### config.mk
export PLATFORM = sky130hd
export DESIGN_NAME = fasta_to_2bit_packer
export DESIGN_NICKNAME = d
export VERILOG_FILES = /design/src/rtl/core/f2b_pkg.sv /design/src/rtl/core/fasta_to_2bit_packer.sv /design/src/rtl/core/f2b_step.sv /design/src/rtl/core/f2b_skid.sv
export VERILOG_INCLUDE_DIRS = /design/src /design/src/rtl/core
export SDC_FILE = /design/constraint.sdc
export NUM_CORES = 1
export LEC_CHECK = 0
export ABC_AREA = 1
export BUFFER_PORTS_ARGS = -buffer_cell sky130_fd_sc_hd__clkbuf_2
export CAP_MARGIN = 20
export CORE_ASPECT_RATIO = 1.1
export CORE_UTILIZATION = 60
export CTS_CLUSTER_SIZE = 20
export DETAILED_ROUTE_END_ITERATION = 10
export GPL_TIMING_DRIVEN = 0
export PLACE_DENSITY = 0.79
export SLEW_MARGIN = 25
export SYNTH_ARGS = -nofsm -noshare
export SYNTH_HDL_FRONTEND = slang
export SYNTH_HIERARCHICAL = 1
export SYNTH_SLANG_ARGS = --single-unit
export TNS_END_PERCENT = 10
### constraint.sdc
create_clock -name clock -period 3.05 [get_ports clock]
set_input_delay 0.305 -clock clock [delete_from_list [all_inputs] [get_ports clock]]
set_output_delay 0.305 -clock clock [all_outputs]
set_load 0.005 [all_outputs]
### src/rtl/core/assert_macros.svh
// Assertion helpers shared by the packer RTL.
`ifndef ASSERT_MACROS_SVH
`define ASSERT_MACROS_SVH

// Same-cycle implication, sampled on the rising clock edge, off during reset.
`define ASSERT_IMPL(lbl, clk, rst, ante, cons) \
   lbl: assert property (@(posedge clk) disable iff (rst) (ante) |-> (cons)) \
      else $error("assertion failed");

// Next-cycle implication, sampled on the rising clock edge, off during reset.
`define ASSERT_NEXT(lbl, clk, rst, ante, cons) \
   lbl: assert property (@(posedge clk) disable iff (rst) (ante) |=> (cons)) \
      else $error("assertion failed");

`endif

### src/rtl/core/f2b_pkg.sv
`timescale 1ns / 1ps
// ---------------------------------------------------------------------------
// f2b_pkg
// Types, character constants and base coding for the FASTA 2-bit packer.
// ---------------------------------------------------------------------------
package f2b_pkg;

   typedef enum logic [1:0] {
      PH_START  = 2'd0,
      PH_HEADER = 2'd1,
      PH_BODY   = 2'd2,
      PH_HALT   = 2'd3
   } phase_type;

   typedef enum logic [2:0] {
      ST_DATA       = 3'd0,
      ST_FLUSH_DONE = 3'd1,
      ST_DONE_EMPTY = 3'd2,
      ST_NO_START   = 3'd3,
      ST_EOF_HEADER = 3'd4,
      ST_HDR_LONG   = 3'd5
   } status_type;

   localparam logic [7:0] CH_GT = 8'h3E;
   localparam logic [7:0] CH_C  = 8'h43;
   localparam logic [7:0] CH_G  = 8'h47;
   localparam logic [7:0] CH_T  = 8'h54;
   localparam logic [7:0] CH_U  = 8'h55;
   localparam logic [7:0] CH_LF = 8'h0A;
   localparam logic [7:0] CH_CR = 8'h0D;

   typedef struct packed {
      logic       valid;
      logic [7:0] data;
      status_type status;
   } f2b_rsp_type;

   function automatic logic [1:0] base_code(input logic [7:0] ch);
      logic [1:0] code;
      unique case (ch)
         CH_C:       code = 2'd1;
         CH_G:       code = 2'd2;
         CH_T, CH_U: code = 2'd3;
         default:    code = 2'd0;
      endcase
      return code;
   endfunction

endpackage

### src/rtl/core/fasta_to_2bit_packer.sv
`timescale 1ns / 1ps
// ---------------------------------------------------------------------------
// fasta_to_2bit_packer
// FASTA text to packed 2-bit nucleotide bytes, one beat per cycle while ready.
// ---------------------------------------------------------------------------
// Path: each result is registered in the output register, via skid on a stall.
// Throughput: one req beat per cycle; the output register and one skid entry
//   absorb rsp stalls, and req_tready drops only while the skid entry is full.
// Reset: synchronous, active high; parser returns to waiting for '>', both
//   output entries are emptied. After any done or error status the block
//   drops all further beats until the next reset.
`include "assert_macros.svh"
module fasta_to_2bit_packer
   import f2b_pkg::*;
#(
   parameter int MAX_HEADER = 1024
) (
   input  logic       clock,
   input  logic       reset,
   input  logic       req_tvalid,
   output logic       req_tready,
   input  logic [7:0] req_tdata,   // [7:0] in_byte
   input  logic       req_tlast,   // at_end: end of file, tdata ignored
   output logic       rsp_tvalid,
   input  logic       rsp_tready,
   output logic [7:0] rsp_tdata,   // [7:0] out_byte
   output logic [2:0] rsp_tuser    // [2:0] status
);

   // Header counter holds 0..MAX_HEADER.
   localparam int HDR_W = $clog2(MAX_HEADER + 1);

   phase_type        phase_ff, phase_in;
   logic [HDR_W-1:0] header_count_ff, header_count_in;
   logic [5:0]       packed_bits_ff, packed_bits_in;
   logic [1:0]       slot_ff, slot_in;

   phase_type        phase_nx;
   logic [HDR_W-1:0] header_count_nx;
   logic [5:0]       packed_bits_nx;
   logic [1:0]       slot_nx;
   f2b_rsp_type      step_rsp;
   logic             req_accept;
   logic             push;

   assign req_accept = req_tvalid && req_tready;

   // Decode one character against the current parser state.
   f2b_step #(
      .MAX_HEADER (MAX_HEADER),
      .HDR_W      (HDR_W)
   ) u_step (
      .phase           (phase_ff),
      .header_count    (header_count_ff),
      .packed_bits     (packed_bits_ff),
      .slot            (slot_ff),
      .in_byte         (req_tdata),
      .at_end          (req_tlast),
      .phase_nx        (phase_nx),
      .header_count_nx (header_count_nx),
      .packed_bits_nx  (packed_bits_nx),
      .slot_nx         (slot_nx),
      .rsp             (step_rsp)
   );

   // Advance the parser only on an accepted beat; hold otherwise.
   always_comb begin
      phase_in        = phase_ff;
      header_count_in = header_count_ff;
      packed_bits_in  = packed_bits_ff;
      slot_in         = slot_ff;
      if (req_accept) begin
         phase_in        = phase_nx;
         header_count_in = header_count_nx;
         packed_bits_in  = packed_bits_nx;
         slot_in         = slot_nx;
      end
   end

   always_ff @(posedge clock) begin
      if (reset) begin
         phase_ff        <= PH_START;
         header_count_ff <= '0;
         packed_bits_ff  <= '0;
         slot_ff         <= '0;
      end else begin
         phase_ff        <= phase_in;
         header_count_ff <= header_count_in;
         packed_bits_ff  <= packed_bits_in;
         slot_ff         <= slot_in;
      end
   end

   assign push = req_accept && step_rsp.valid;

   // Result register with skid entry; it sets req_tready.
   f2b_skid u_skid (
      .clock      (clock),
      .reset      (reset),
      .push       (push),
      .push_rsp   (step_rsp),
      .in_ready   (req_tready),
      .rsp_tvalid (rsp_tvalid),
      .rsp_tready (rsp_tready),
      .rsp_tdata  (rsp_tdata),
      .rsp_tuser  (rsp_tuser)
   );

   `ASSERT_NEXT(a_halt_sticks, clock, reset, phase_ff == PH_HALT, phase_ff == PH_HALT)
   `ASSERT_IMPL(a_halt_silent, clock, reset, phase_ff == PH_HALT, !step_rsp.valid)
   `ASSERT_NEXT(a_result_halts, clock, reset,
      push && (step_rsp.status != ST_DATA), phase_ff == PH_HALT)

endmodule

### src/rtl/core/f2b_step.sv
`timescale 1ns / 1ps
// ---------------------------------------------------------------------------
// f2b_step
// Per-byte decode: next parser state and the optional result for one beat.
// ---------------------------------------------------------------------------
module f2b_step
   import f2b_pkg::*;
#(
   parameter int MAX_HEADER = 1024,
   parameter int HDR_W      = 11
) (
   input  phase_type   phase,
   input  logic [HDR_W-1:0] header_count,
   input  logic [5:0]  packed_bits,
   input  logic [1:0]  slot,
   input  logic [7:0]  in_byte,
   input  logic        at_end,
   output phase_type   phase_nx,
   output logic [HDR_W-1:0] header_count_nx,
   output logic [5:0]  packed_bits_nx,
   output logic [1:0]  slot_nx,
   output f2b_rsp_type rsp
);

   logic       is_eol;
   logic [1:0] code;

   assign is_eol = (in_byte == CH_LF) || (in_byte == CH_CR);
   assign code   = base_code(in_byte);

   always_comb begin
      phase_nx        = phase;
      header_count_nx = header_count;
      packed_bits_nx  = packed_bits;
      slot_nx         = slot;
      rsp.valid       = 1'b0;
      rsp.data        = 8'd0;
      rsp.status      = ST_DATA;
      unique case (phase)
         PH_START: begin
            if (at_end || (in_byte != CH_GT)) begin
               phase_nx   = PH_HALT;
               rsp.valid  = 1'b1;
               rsp.status = ST_NO_START;
            end else begin
               phase_nx        = PH_HEADER;
               header_count_nx = '0;
            end
         end
         PH_HEADER: begin
            priority if (at_end) begin
               phase_nx   = PH_HALT;
               rsp.valid  = 1'b1;
               rsp.status = ST_EOF_HEADER;
            end else if (is_eol) begin
               phase_nx       = PH_BODY;
               packed_bits_nx = '0;
               slot_nx        = '0;
            end else if (header_count >= HDR_W'(MAX_HEADER)) begin
               phase_nx   = PH_HALT;
               rsp.valid  = 1'b1;
               rsp.status = ST_HDR_LONG;
            end else begin
               header_count_nx = header_count + HDR_W'(1);
            end
         end
         PH_BODY: begin
            priority if (at_end) begin
               phase_nx  = PH_HALT;
               rsp.valid = 1'b1;
               if (slot != 2'd0) begin
                  rsp.data   = {2'b00, packed_bits};
                  rsp.status = ST_FLUSH_DONE;
               end else begin
                  rsp.status = ST_DONE_EMPTY;
               end
            end else if (is_eol) begin
               // skip line breaks inside the sequence
            end else begin
               slot_nx = slot + 2'd1;
               unique case (slot)
                  2'd0: packed_bits_nx = {4'b0000, code};
                  2'd1: packed_bits_nx = {2'b00, code, packed_bits[1:0]};
                  2'd2: packed_bits_nx = {code, packed_bits[3:0]};
                  2'd3: begin
                     packed_bits_nx = '0;
                     rsp.valid      = 1'b1;
                     rsp.data       = {code, packed_bits};
                     rsp.status     = ST_DATA;
                  end
                  default: packed_bits_nx = packed_bits;
               endcase
            end
         end
         PH_HALT: begin
            // drop everything until reset
         end
         default: phase_nx = PH_HALT;
      endcase
   end

endmodule

### src/rtl/core/f2b_skid.sv
`timescale 1ns / 1ps
// ---------------------------------------------------------------------------
// f2b_skid
// Output register plus one skid entry between the parser and the rsp bus.
// ---------------------------------------------------------------------------
`include "assert_macros.svh"
module f2b_skid
   import f2b_pkg::*;
(
   input  logic        clock,
   input  logic        reset,
   input  logic        push,
   input  f2b_rsp_type push_rsp,
   output logic        in_ready,
   output logic        rsp_tvalid,
   input  logic        rsp_tready,
   output logic [7:0]  rsp_tdata,
   output logic [2:0]  rsp_tuser
);

   logic        out_valid_ff, out_valid_in;
   logic        skid_valid_ff, skid_valid_in;
   f2b_rsp_type out_ff, out_in;
   f2b_rsp_type skid_ff, skid_in;
   logic        drain;

   assign drain    = out_valid_ff && rsp_tready;
   assign in_ready = !skid_valid_ff;

   always_comb begin
      out_valid_in  = out_valid_ff;
      skid_valid_in = skid_valid_ff;
      out_in        = out_ff;
      skid_in       = skid_ff;
      if (skid_valid_ff) begin
         if (drain) begin
            out_in        = skid_ff;
            skid_valid_in = 1'b0;
         end
      end else if (push) begin
         if (!out_valid_ff || drain) begin
            out_in       = push_rsp;
            out_valid_in = 1'b1;
         end else begin
            skid_in       = push_rsp;
            skid_valid_in = 1'b1;
         end
      end else if (drain) begin
         out_valid_in = 1'b0;
      end
   end

   always_ff @(posedge clock) begin
      if (reset) begin
         out_valid_ff  <= 1'b0;
         skid_valid_ff <= 1'b0;
      end else begin
         out_valid_ff  <= out_valid_in;
         skid_valid_ff <= skid_valid_in;
      end
      out_ff  <= out_in;
      skid_ff <= skid_in;
   end

   assign rsp_tvalid = out_valid_ff;
   assign rsp_tdata  = out_ff.data;
   assign rsp_tuser  = out_ff.status;

   `ASSERT_IMPL(a_skid_needs_out, clock, reset, skid_valid_ff, out_valid_ff)
   `ASSERT_NEXT(a_stall_fills_skid, clock, reset,
      push && out_valid_ff && !rsp_tready && !skid_valid_ff, skid_valid_ff)
   `ASSERT_NEXT(a_push_shows, clock, reset, push && in_ready, out_valid_ff)

endmodule

; ---- Yosys cells after proc, flatten, opt, wreduce, memory -nomap -nowiden
; Cells that the tools add are included.
[op_classes]
n_eq_ne = 25
order_cmp = 1
muxes = 50
reduce_logical = 26
bitwise = 2
add_sub_neg = 2
[ops]
columns = op, n
row1 = $mux W11, 8
row2 = $mux W12, 3
row3 = $eq A8 B7 Y1 const B, 4
row4 = $mux W6, 5
row5 = $pmux W6 S4, 1
row6 = $mux W2, 11
row7 = $pmux W11 S2, 1
row8 = $ne A2 B2 Y1 const B, 10
row9 = $eq A8 B4 Y1 const B, 2
row10 = $pmux W2 S3, 2
row11 = $pmux W6 S2, 1
row12 = $reduce_and A6 Y1, 2
row13 = $reduce_bool A2 Y1, 6
row14 = $add A11 B1 Y11 const B, 1
row15 = $ge A11 B11 Y1 const B, 1
row16 = $mux W1, 11
row17 = $mux W3, 3
row18 = $pmux W3 S3, 1
row19 = $reduce_and A3 Y1, 3
row20 = $mux W8, 1
row21 = $ne A8 B6 Y1 const B, 1
row22 = $reduce_and A8 Y1, 1
row23 = $reduce_and A7 Y1, 1
row24 = $eq A2 B2 Y1 const B, 3
row25 = other kinds (14), 23
[totals]
input_bits = 13
out_inout_bits = 13
register_bits = 45

; ---- Longest topological paths before layout
; Gate-level depths: netlist (run 1).
[depth]
ltp_word = 10
depth_mapped = 16

; ---- Cells and area by module
; The synthesis (run 1) kept the hierarchy.
[modules_own_cells]
columns = module, seq_area_each_um2, area_per_inst_um2, cells_per_inst, instances
row1 = f2b_step, 0.0, 1234.9, 250, 1
row2 = f2b_skid, 700.7, 923.4, 79, 1
row3 = fasta_to_2bit_packer, 420.4, 888.4, 136, 1

; ---- Worst setup path after synthesis (run 1)
; OpenSTA, ideal clock, no wires.
[synth_path]
path_type = register to register
from = register phase_ff[0]
to = register u_skid/skid_ff[0] (netlist bit) (enable)
t_arrival_ps = 2106
path_stages_with_launch = 12
path_buffers = 1
slack_ps = 551
path_cell_list = dfxtp_1 > inv_1 > ha_1 > clkbuf_1 > nand2_1 > nand3_1 > nand2_1 > o21ai_1 > inv_1 > nor2_1 > inv_1 > nor3_1
[synth_rtl]
columns = item, line_no
row1 = from (decl), fasta_to_2bit_packer.sv:33  ; phase_type phase_ff, phase_in;
row2 = from (signal assigned), fasta_to_2bit_packer.sv:87  ; phase_ff <= phase_in;
row3 = to (signal assigned), f2b_skid.sv:62  ; skid_ff <= skid_in;
row4 = to (decl), f2b_skid.sv:24  ; f2b_rsp_type skid_ff, skid_in;

==> summary.md, run 1 <==
| Metric | Value |
|---|---|
| Count of cell types in the netlist | 32 |
| Post CTS Setup Buffer Count | 0 |
| Antenna viol nets, final | 0 |
| Routed wire length | 6455 µm |
| Chip width | 69.94 µm |
| Hold path start | reset |
| Post-Syn Area | 3047 µm² |
| Initial DRC count | 107 |
| GRT overflow | 0 |
| Clock transition at the registers of the reported paths | 0.08 ns |
| Worst-Margin Slew | 0.8481 ns |
| Nets | 520 |
| Worst Reg-to-Reg Cells | 13 |
| Worst-skew pair later-pin latency | 0.30 ns |
| PortBufs | 24 |
| R2r endpoint | u_skid/rsp_tdata[4] |
| Mapped Cells | 465 |
| FMAX | 378.2 MHz |
| Critical Path Source Type | register |
| Worst path required time | 2.98 ns |
| Die area | 5367 µm² |
| Fin. Hold Viols | 0 |
| CORE AREA | 4750 µm² |
| CP Class | register to register |
| I/O pin count | 26 |
| Max Root-Sink Buffers | 2 |
| Number of placement rows | 26 |
| Synth Area per Inst | 6.552 µm² |
| Global routing usage on met2 | 47.21% |
| Die Y | 76.74 µm |
| Launch point of the worst path | phase_ff[0] |
| DR pass1 iterations | 4 |
| Number of global-route vias before repair | 2714 |
| Rel. slew slack | 43.15% |
| Area grow syn2layout | 9.938% |
| Via count | 2799 |
| Max cap viols | 0 |
| Final Cycle Share | 86.70% |
| Post-CTS sizing | 0 |
| P_leak | 1.704 nW |
| RSZ-0062 raised after global routing | false |
| Register area share after synthesis | 36.80% |
| Post-synth EDFFs | 22 |
| Fin cells | 553 |
| Synth area leaders | edfxtp_1, nand2_1, dfxtp_1 |
| Num CTS Buffers | 5 |
| Top Usage Layer GRT | met2 |
| Min Tclk post-route | 2.644 ns |
| FFs w/ async S/R, synth | 0% |
| CTS tree | built |
| R2R setup slack | 0.41 ns |
| ANT cells | 0 |
| Outcome | finished, final reports clean |
| CP Data Arrival Time | 2.58 ns |
| Main flop type after synthesis | dfxtp_1 |
| RR Startpoint | phase_ff[0] |
| Element type at the critical path end | register |
| Yosys top cell area share | 21.68% |
| Post-synth top area cell | edfxtp_1 |
| Syn_nets | 489 |
| CTS H-tree lvls | 2 |
| First-pass GRT wire length | 11340 µm |
| Via density | 5.061 |
| Largest net degree at the start of global routing | 15 |
| Met3 usage | 4.074% |
| Clk sinks | 45 |
| DRC errors left | 0 |
| Peak VDD IR | 264.4 µV |
| Setup crit end | u_skid/rsp_tdata[4] |
| Min-delay worst type | input port to register |
| Final setup vio count | 0 |
| Wire per inst | 11.67 µm |
| Initial Util | 64.15% |
| Dpl hpwl | 4978 µm |
| Total track usage | 26.15% |
| Root Buffer | clkbuf_8 |
| Setup TNS | 0 ns |
| Max Slew Vio Count | 0 |
| Met1 GRT Util | 29.74% |
| # hold bufs at CTS | 0 |
| Hold path cells | 4 |
| Inst Count DP | 545 |
| Power Density | 455.1 nW/µm² |
| Yosys reg bits | 45 |
| Worst-path maximum fanout | 11 |
| Synth warnings | 6 |
| Gp weighted congestion | 0.8832 |
| Initial antenna violation count | 0 |
| Clock skew | 0.005570 ns |
| Final Core Density | 70.52% |
| Layout cells sized above 1 | 11.67% |
## sequential cells by signal, summed over array words and instances (netlist names)
register and flops:
header_count_ff 11, u_skid/skid_ff 11, u_skid/rsp_tdata 8, packed_bits_ff 6, u_skid/rsp_tuser 3, phase_ff 2
slot_ff 2, u_skid/rsp_tvalid 1, u_skid/skid_valid_ff 1
## kinds of logic (layout without fill, tap and decap cells)
logic type               count (synthesis)  in the layout  share of synthesized area, %
AND/OR/NAND/NOR                        292            292                         39.55
buffers and inverters                   85            117                         12.61
flip-flops                              45             45                         36.80
AO/OA/AOI/OAI                           32             32                         6.530
adder cells (fa/ha/maj)                 11             11                         4.517
## worst min-delay path by stage
stage / slack [ns] / end
2_1_floorplan: 0.46 / u_skid/skid_valid_ff
3_3_place_gp: 0.50 / u_skid/rsp_tdata[5]
3_5_place_dp: 0.50 / u_skid/rsp_tdata[5]
4_1_cts: 0.27 / u_skid/rsp_tvalid
5_1_grt: 0.31 / u_skid/skid_valid_ff
6_report: 0.28 / u_skid/rsp_tvalid
## layout make-up
type                       count  area (µm²)
clock inverter                 2       35.03
sequential                    45        1121
fill                         416        1400
buffer                        14       117.6
tap                           56       70.07
timing repair buffer          24       120.1
clock buffer                   6       72.57
inverter                      71       266.5
multi-input combinational    335        1546
## Yosys cell counts, drive strengths merged (2+ instances only)
library cell and instances:
a21boi 5, a21oi 8, buf 12, clkbuf 2
dfxtp 23, edfxtp 22, ha 11, inv 71
nand2 171, nand3 19, nand4 10, nor2 82
nor3 8, o21ai 11, o21bai 3
## through the flow
step	total power, mW	hold slack [ns]	cell area (µm²)	setup WS (ns)
6_report	1.524	0.2782	3349	0.4057
5_1_grt	1.616	0.3055	3349	0.1986
4_1_cts	1.529	0.2749	3349	0.3978
3_5_place_dp	1.095	0.5017	3242	0.3577
3_3_place_gp	1.082	0.4988	3237	0.008549
2_1_floorplan	0.9933	0.4604	3047	0.5511
## per-layer routing
layer	wire, µm	part of all wire (%)
met3	286	4.4
met1	2783	43
met2	3200	50
met4	184	2.9
met5	0	0
## worst max-delay path, stage by stage, from the launching register on
cell	delay (ns)
dfxtp_1	0.36
inv_1	0.11
ha_1	0.15
clkbuf_1	0.26
nand2_1	0.14
nand3_1	0.10
nand2_1	0.05
o21ai_1	0.11
inv_1	0.06
nor2_1	0.10
inv_1	0.08
nand2_2	0.08
inv_1	0.04
nor2_1	0.63
## cell usage in the layout, fill, tap and decap left out, drive strengths merged, types with 10 or more instances in the layout
master	instances
o21ai	11
buf	12
nand4	10
nand2	171
dfxtp	23
nor2	82
inv	71
nand3	19
edfxtp	22
clkbuf	32
ha	11
## where the power goes
| group | switching, mW | internal (mW) | total, mW |
|---|---|---|---|
| clock | 0.199 | 0.243 | 0.443 |
| combinational | 0.230 | 0.129 | 0.359 |
| sequential | 0.0352 | 0.687 | 0.722 |
Power figures use the tool's default switching activity.
==> run 2, diff against run 1 <==
--- a/config.mk
+++ b/config.mk
@@ -10,11 +10,11 @@
 export BUFFER_PORTS_ARGS = -buffer_cell sky130_fd_sc_hd__clkbuf_2
 export CAP_MARGIN = 20
 export CORE_ASPECT_RATIO = 1.1
-export CORE_UTILIZATION = 60
+export CORE_UTILIZATION = 50
 export CTS_CLUSTER_SIZE = 20
 export DETAILED_ROUTE_END_ITERATION = 10
 export GPL_TIMING_DRIVEN = 0
-export PLACE_DENSITY = 0.79
+export PLACE_DENSITY = 0.68
 export SLEW_MARGIN = 25
 export SYNTH_ARGS = -nofsm -noshare
 export SYNTH_HDL_FRONTEND = slang
==> summary.md, run 2 (synthesized netlist as in run 1, its figures left out) <==
| Metric | Value |
|---|---|
| Number of placement rows | 29 (+12%) |
| Final Core Density | 58.28% (-12 points) |
| CTS tree | built |
| CP Class | register to register |
| Die Y | 83.87 µm (+9.3%) |
| Clk sinks | 45 (unchanged) |
| RSZ-0062 raised after global routing | false |
| CTS H-tree lvls | 2 (unchanged) |
| Wire per inst | 11.42 µm (-2.1%) |
| Power Density | 455.5 nW/µm² (+0.10%) |
| Clock transition at the registers of the reported paths | 0.09 ns (about the same) |
| Max Root-Sink Buffers | 2 (unchanged) |
| Via density | 4.841 (-4.3%) |
| PortBufs | 24 (unchanged) |
| Initial antenna violation count | 0 (unchanged) |
| I/O pin count | 26 (unchanged) |
| Outcome | finished, final reports clean |
| Root Buffer | clkbuf_8 |
| Number of global-route vias before repair | 2502 (-7.8%) |
| Worst-skew pair later-pin latency | 0.31 ns (about the same) |
| # hold bufs at CTS | 0 (unchanged) |
| Final Cycle Share | 88.39% (+1.7 points) |
| Worst path required time | 2.98 ns (about the same) |
| Seq pwr share | 46.9% (-0.5 points) |
| Commonest non-fill, non-tap cell in the layout | nand2_1 |
| DRC errors left | 0 (unchanged) |
| Via count | 2779 (-0.71%) |
| GRT overflow | 0 (unchanged) |
| First-pass GRT wire length | 11170 µm (-1.5%) |
| Switching Fraction | 31.16% (+0.65 points) |
| Post CTS Setup Buffer Count | 0 (unchanged) |
| DR pass1 iterations | 5 (+1) |
| Post-CTS sizing | 0 (unchanged) |
| CORE AREA | 5806 µm² (+22%) |
| Layout cells sized above 1 | 11.87% (+0.20 points) |
| Fill cells | 572 (+38%) |
| Area grow syn2layout | 11.05% |
| Clock network power share | 29.8% (+0.8 points) |
| Clock skew | 0.009400 ns (+0.003830 ns) |
| Routed wire length | 6557 µm (+1.6%) |
| Worst-path maximum fanout | 11 (unchanged) |
| Initial DRC count | 187 (+75%) |
| Commonest cells after routing, fill and taps aside | nand2_1, nor2_1, inv_1 |
| Dpl hpwl | 4887 µm (-1.8%) |
| Combinational fraction of design power | 23.3% (-0.3 points) |
| Hold path cells | 4 (unchanged) |
| Critical Path Source Type | register |
| Total power | 1.541 mW (+1.1%) |
| Antenna viol nets, final | 0 (unchanged) |
| Fin. Hold Viols | 0 (unchanged) |
| Final setup vio count | 0 (unchanged) |
| Initial Util | 52.48% (-12 points) |
| Rel. slew slack | 43.45% (+0.30 points) |
| Max Slew Vio Count | 0 (unchanged) |
| Gp weighted congestion | 0.8951 (+1.3%) |
| Worst-Margin Slew | 0.8451 ns (-0.002991 ns) |
| Min-delay worst type | input port to register |
| Die area | 6410 µm² (+19%) |
| Pint | 1.061 mW (+0.17%) |
| Worst Reg-to-Reg Cells | 13 (unchanged) |
| Peak VDD IR | 196.8 µV (-26%) |
| Element type at the critical path end | register |
| Max cap viols | 0 (unchanged) |
| Num CTS Buffers | 5 (unchanged) |
| Largest net degree at the start of global routing | 16 (+1) |
| FMAX | 370.9 MHz (-1.9%) |
| ANT cells | 0 (unchanged) |
| P_leak | 1.703 nW (about the same) |
| Min Tclk post-route | 2.696 ns (+0.05163 ns) |
| Total track usage | 21.38% (-4.8 points) |
| Nets | 520 (unchanged) |
| CP Data Arrival Time | 2.63 ns (+0.05 ns) |
| Chip width | 76.43 µm (+9.3%) |
| Sw Pwr | 0.4802 mW (+3.3%) |
run 2: final timing paths:
path / slack [ns] / startpoint / to
setup reg to reg: 0.35 / phase_ff[0] / u_skid/rsp_tuser[2]
hold reg to reg: 0.52 / u_skid/skid_ff[4] / u_skid/rsp_tdata[1]
hold / removal: 0.27 / reset / u_skid/skid_valid_ff
setup / recovery: 0.35 / phase_ff[0] / u_skid/rsp_tuser[2]
run 2: cell type report:
class | count | area [µm²] | share of cell area (%)
Clock buffer | 5 | 68.82 | 2.034
Timing Repair Buffer | 24 | 120.1 | 3.550
Buffer | 14 | 117.6 | 3.476
Tap cell | 77 | 96.34 | 2.848
Multi-Input combinational cell | 335 | 1546 | 45.71
Clock inverter | 3 | 46.29 | 1.368
Inverter | 71 | 266.5 | 7.877
Sequential cell | 45 | 1121 | 33.14
run 2: routing by layer:
layer	track usage [%]	vias up	part of all wire (%)
met5	0	-	0
met2	39.39	48	49
li1	-	1497	-
met4	4.895	0	1.2
met3	2.951	8	3.4
met1	26.12	1226	46
run 2: power by group through the flow:
stage	Clock, mW	Combinational [mW]	Sequential (mW)
floorplan	0	0.262	0.731
global placement	0	0.352	0.735
detailed placement	0	0.356	0.737
CTS	0.469	0.359	0.723
global route	0.492	0.413	0.728
finish	0.459	0.359	0.723
run 2: stage by stage:
stage / worst slack [ns] / setup TNS (ns) / area, µm² / cells / hold WS, ns
after global routing: 0.03869 / 0 / 3383 / 574 / 0.3133
after global placement: -0.01464 / -0.1554 / 3263 / 566 / 0.4977
after detailed placement: 0.3380 / 0 / 3268 / 566 / 0.5025
final: 0.3541 / 0 / 3383 / 574 / 0.2686
after CTS: 0.3782 / 0 / 3383 / 574 / 0.2765
after floorplan: 0.5511 / 0 / 3047 / 465 / 0.4604
run 2: worst max-delay path, cell delays in order, from the launching register on:
cell and delay (ns):
dfxtp_1 0.36, inv_1 0.11, ha_1 0.15, clkbuf_1 0.27
nand2_1 0.15, nand3_1 0.10, nand2_1 0.05, o21ai_1 0.09
inv_1 0.06, nor2_1 0.12, inv_1 0.09, nand2_2 0.08
inv_1 0.04, nor2_1 0.65
==> run 3, diff against run 2 <==
--- a/config.mk
+++ b/config.mk
@@ -9,7 +9,7 @@
 export ABC_AREA = 1
 export BUFFER_PORTS_ARGS = -buffer_cell sky130_fd_sc_hd__clkbuf_2
 export CAP_MARGIN = 20
-export CORE_ASPECT_RATIO = 1.1
+export CORE_ASPECT_RATIO = 1.25
 export CORE_UTILIZATION = 50
 export CTS_CLUSTER_SIZE = 20
 export DETAILED_ROUTE_END_ITERATION = 10
==> summary.md, run 3 (synthesized netlist as in run 1, its figures left out) <==
| Metric | Value |
|---|---|
| Max Root-Sink Buffers | 2 (unchanged) |
| Hold slack | 0.2608 ns (-0.007810 ns) |
| CTS tree | built |
| Power Density | 475.6 nW/µm² (+4.4%) |
| PortBufs | 24 (unchanged) |
| First-pass GRT wire length | 11200 µm (+0.24%) |
| Worst Reg-to-Reg Cells | 13 (unchanged) |
| Via density | 5.037 (+4.0%) |
| Setup crit end | u_skid/rsp_tdata[7] |
| Number of global-route vias before repair | 2553 (+2.0%) |
| Chip width | 71.82 µm (-6.0%) |
| I/O pin count | 26 (unchanged) |
| Max cap viols | 0 (unchanged) |
| Worst path most repeated cell | inv_1 |
| Dpl hpwl | 5018 µm (+2.7%) |
| Area grow syn2layout | 11.17% |
| Post CTS Setup Buffer Count | 0 (unchanged) |
| Slowest cell on crit path | nor2_1 |
| Max Slew Vio Count | 0 (unchanged) |
| Antenna viol nets, final | 0 (unchanged) |
| DR pass1 iterations | 6 (+1) |
| DRC errors left | 0 (unchanged) |
| FMAX | 374.5 MHz (+0.96%) |
| Total track usage | 22.26% (+0.88 points) |
| R2r endpoint | u_skid/rsp_tdata[7] |
| Die Y | 89.28 µm (+6.4%) |
| GRT overflow | 0 (unchanged) |
| ANT cells | 0 (unchanged) |
| Peak VDD IR | 187.0 µV (-5.0%) |
| Min Tclk post-route | 2.670 ns (-0.02556 ns) |
| Worst-skew pair later-pin latency | 0.31 ns (about the same) |
| Element type at the critical path end | register |
| Fill cells | 540 (-5.6%) |
| Number of placement rows | 31 (+6.9%) |
| Wire per inst | 12.04 µm (+5.4%) |
| Clk sinks | 45 (unchanged) |
| Worst-path maximum fanout | 11 (unchanged) |
| Gp weighted congestion | 0.8215 (-8.2%) |
| Via count | 2836 (+2.1%) |
| Clock transition at the registers of the reported paths | 0.09 ns (about the same) |
| Nets | 520 (unchanged) |
| P_leak | 1.715 nW (+0.74%) |
| PnR worst setup slack | 0.3797 ns (+0.02556 ns) |
| Crit-path cells | inv_1 > ha_1 > clkbuf_1 > nand2_1 > nand3_1 > nand2_1 > o21ai_1 > inv_1 > nor2_1 > inv_1 > nand2_2 > inv_1 > nor2_1 |
| FF+latch area | 1121 µm² (unchanged) |
| Launch point of the worst path | phase_ff[0] |
| Pre-CTS setup slack | 0.3636 ns (+0.02562 ns) |
| Worst-Margin Slew | 0.8404 ns (-0.004697 ns) |
| Final Cycle Share | 87.55% (-0.84 points) |
| Num CTS Buffers | 5 (unchanged) |
| Final setup vio count | 0 (unchanged) |
| Crit-path max cell delay | 0.64 ns (about the same) |
| Commonest cells after routing, fill and taps aside | nand2_1, nor2_1, inv_1 |
| Routed wire length | 6777 µm (+3.4%) |
| Rel. slew slack | 43.67% (+0.22 points) |
| Largest net degree at the start of global routing | 16 (unchanged) |
| R2R setup slack | 0.38 ns (+0.03 ns) |
| CORE AREA | 5818 µm² (+0.22%) |
| CP Class | register to register |
| Worst path required time | 2.99 ns (about the same) |
| Initial Util | 52.37% (-0.11 points) |
| Min-delay worst type | input port to register |
| Post-CTS sizing | 0 (unchanged) |
| Initial DRC count | 158 (-16%) |
| CP Data Arrival Time | 2.61 ns (-0.02 ns) |
| Root Buffer | clkbuf_8 |
| Fin. Hold Viols | 0 (unchanged) |
| Final Core Density | 58.22% (-0.061 points) |
| Die area | 6412 µm² (about the same) |
| Layout cells sized above 1 | 11.87% (unchanged) |
| Outcome | finished, final reports clean |
| RSZ-0062 raised after global routing | false |
| CTS H-tree lvls | 2 (unchanged) |
| RR Startpoint | phase_ff[0] |
| Critical Path Source Type | register |
| Clock skew | 0.008293 ns (-0.001107 ns) |
| Multi-input logic area | 1546 µm² (unchanged) |
| # hold bufs at CTS | 0 (unchanged) |
| Commonest non-fill, non-tap cell in the layout | nand2_1 |
| Setup TNS | 0 ns (unchanged) |
| Initial antenna violation count | 0 (unchanged) |
## run 3: routing by layer
layer,global-route usage (%),routed length [µm]
met5,0,0
met4,10.87,208
met3,3.382,268
met2,43.14,3433
met1,23.37,2866
## run 3: final cells by class
cell class / count / share of cell area [%]
clock buffer: 6 / 2.771
sequential: 45 / 33.10
clock inverter: 2 / 1.145
inverter: 71 / 7.868
buffer: 14 / 3.472
tap: 66 / 2.438
multi-input combinational: 335 / 45.66
timing repair buffer: 24 / 3.546
## run 3: critical path: cells and delay by family, from the launching register on
kind / cells / cell delay [ns]
flip-flops: 1 / 0.37
buffers and inverters: 5 / 0.60
adder cells (fa/ha/maj): 1 / 0.15
AO/OA/AOI/OAI: 1 / 0.06
AND/OR/NAND/NOR: 6 / 1.11
## run 3: stage by stage
step	cells	total power [mW]	instance area, µm²
finish	563	1.611	3387
floorplan	465	0.9933	3047
global route	563	1.696	3387
global placement	555	1.090	3249
detailed placement	555	1.097	3254
CTS	563	1.622	3387
## run 3: worst min-delay path by stage
stage / start / endpoint / slack [ns] / cells after the start
after floorplan: reset / u_skid/skid_valid_ff / 0.46 / 3
after global placement: u_skid/skid_ff[7] / u_skid/rsp_tdata[4] / 0.50 / 2
after detailed placement: u_skid/skid_ff[7] / u_skid/rsp_tdata[4] / 0.50 / 2
after CTS: reset / u_skid/rsp_tvalid / 0.26 / 4
after global routing: reset / u_skid/rsp_tvalid / 0.27 / 4
final: reset / u_skid/rsp_tvalid / 0.26 / 4
## run 3: where the power goes
part | leakage, nW | internal, mW | switching [mW]
combinational | 1.24 | 0.129 | 0.234
sequential | 0.411 | 0.687 | 0.0356
clock | 0.0669 | 0.297 | 0.227
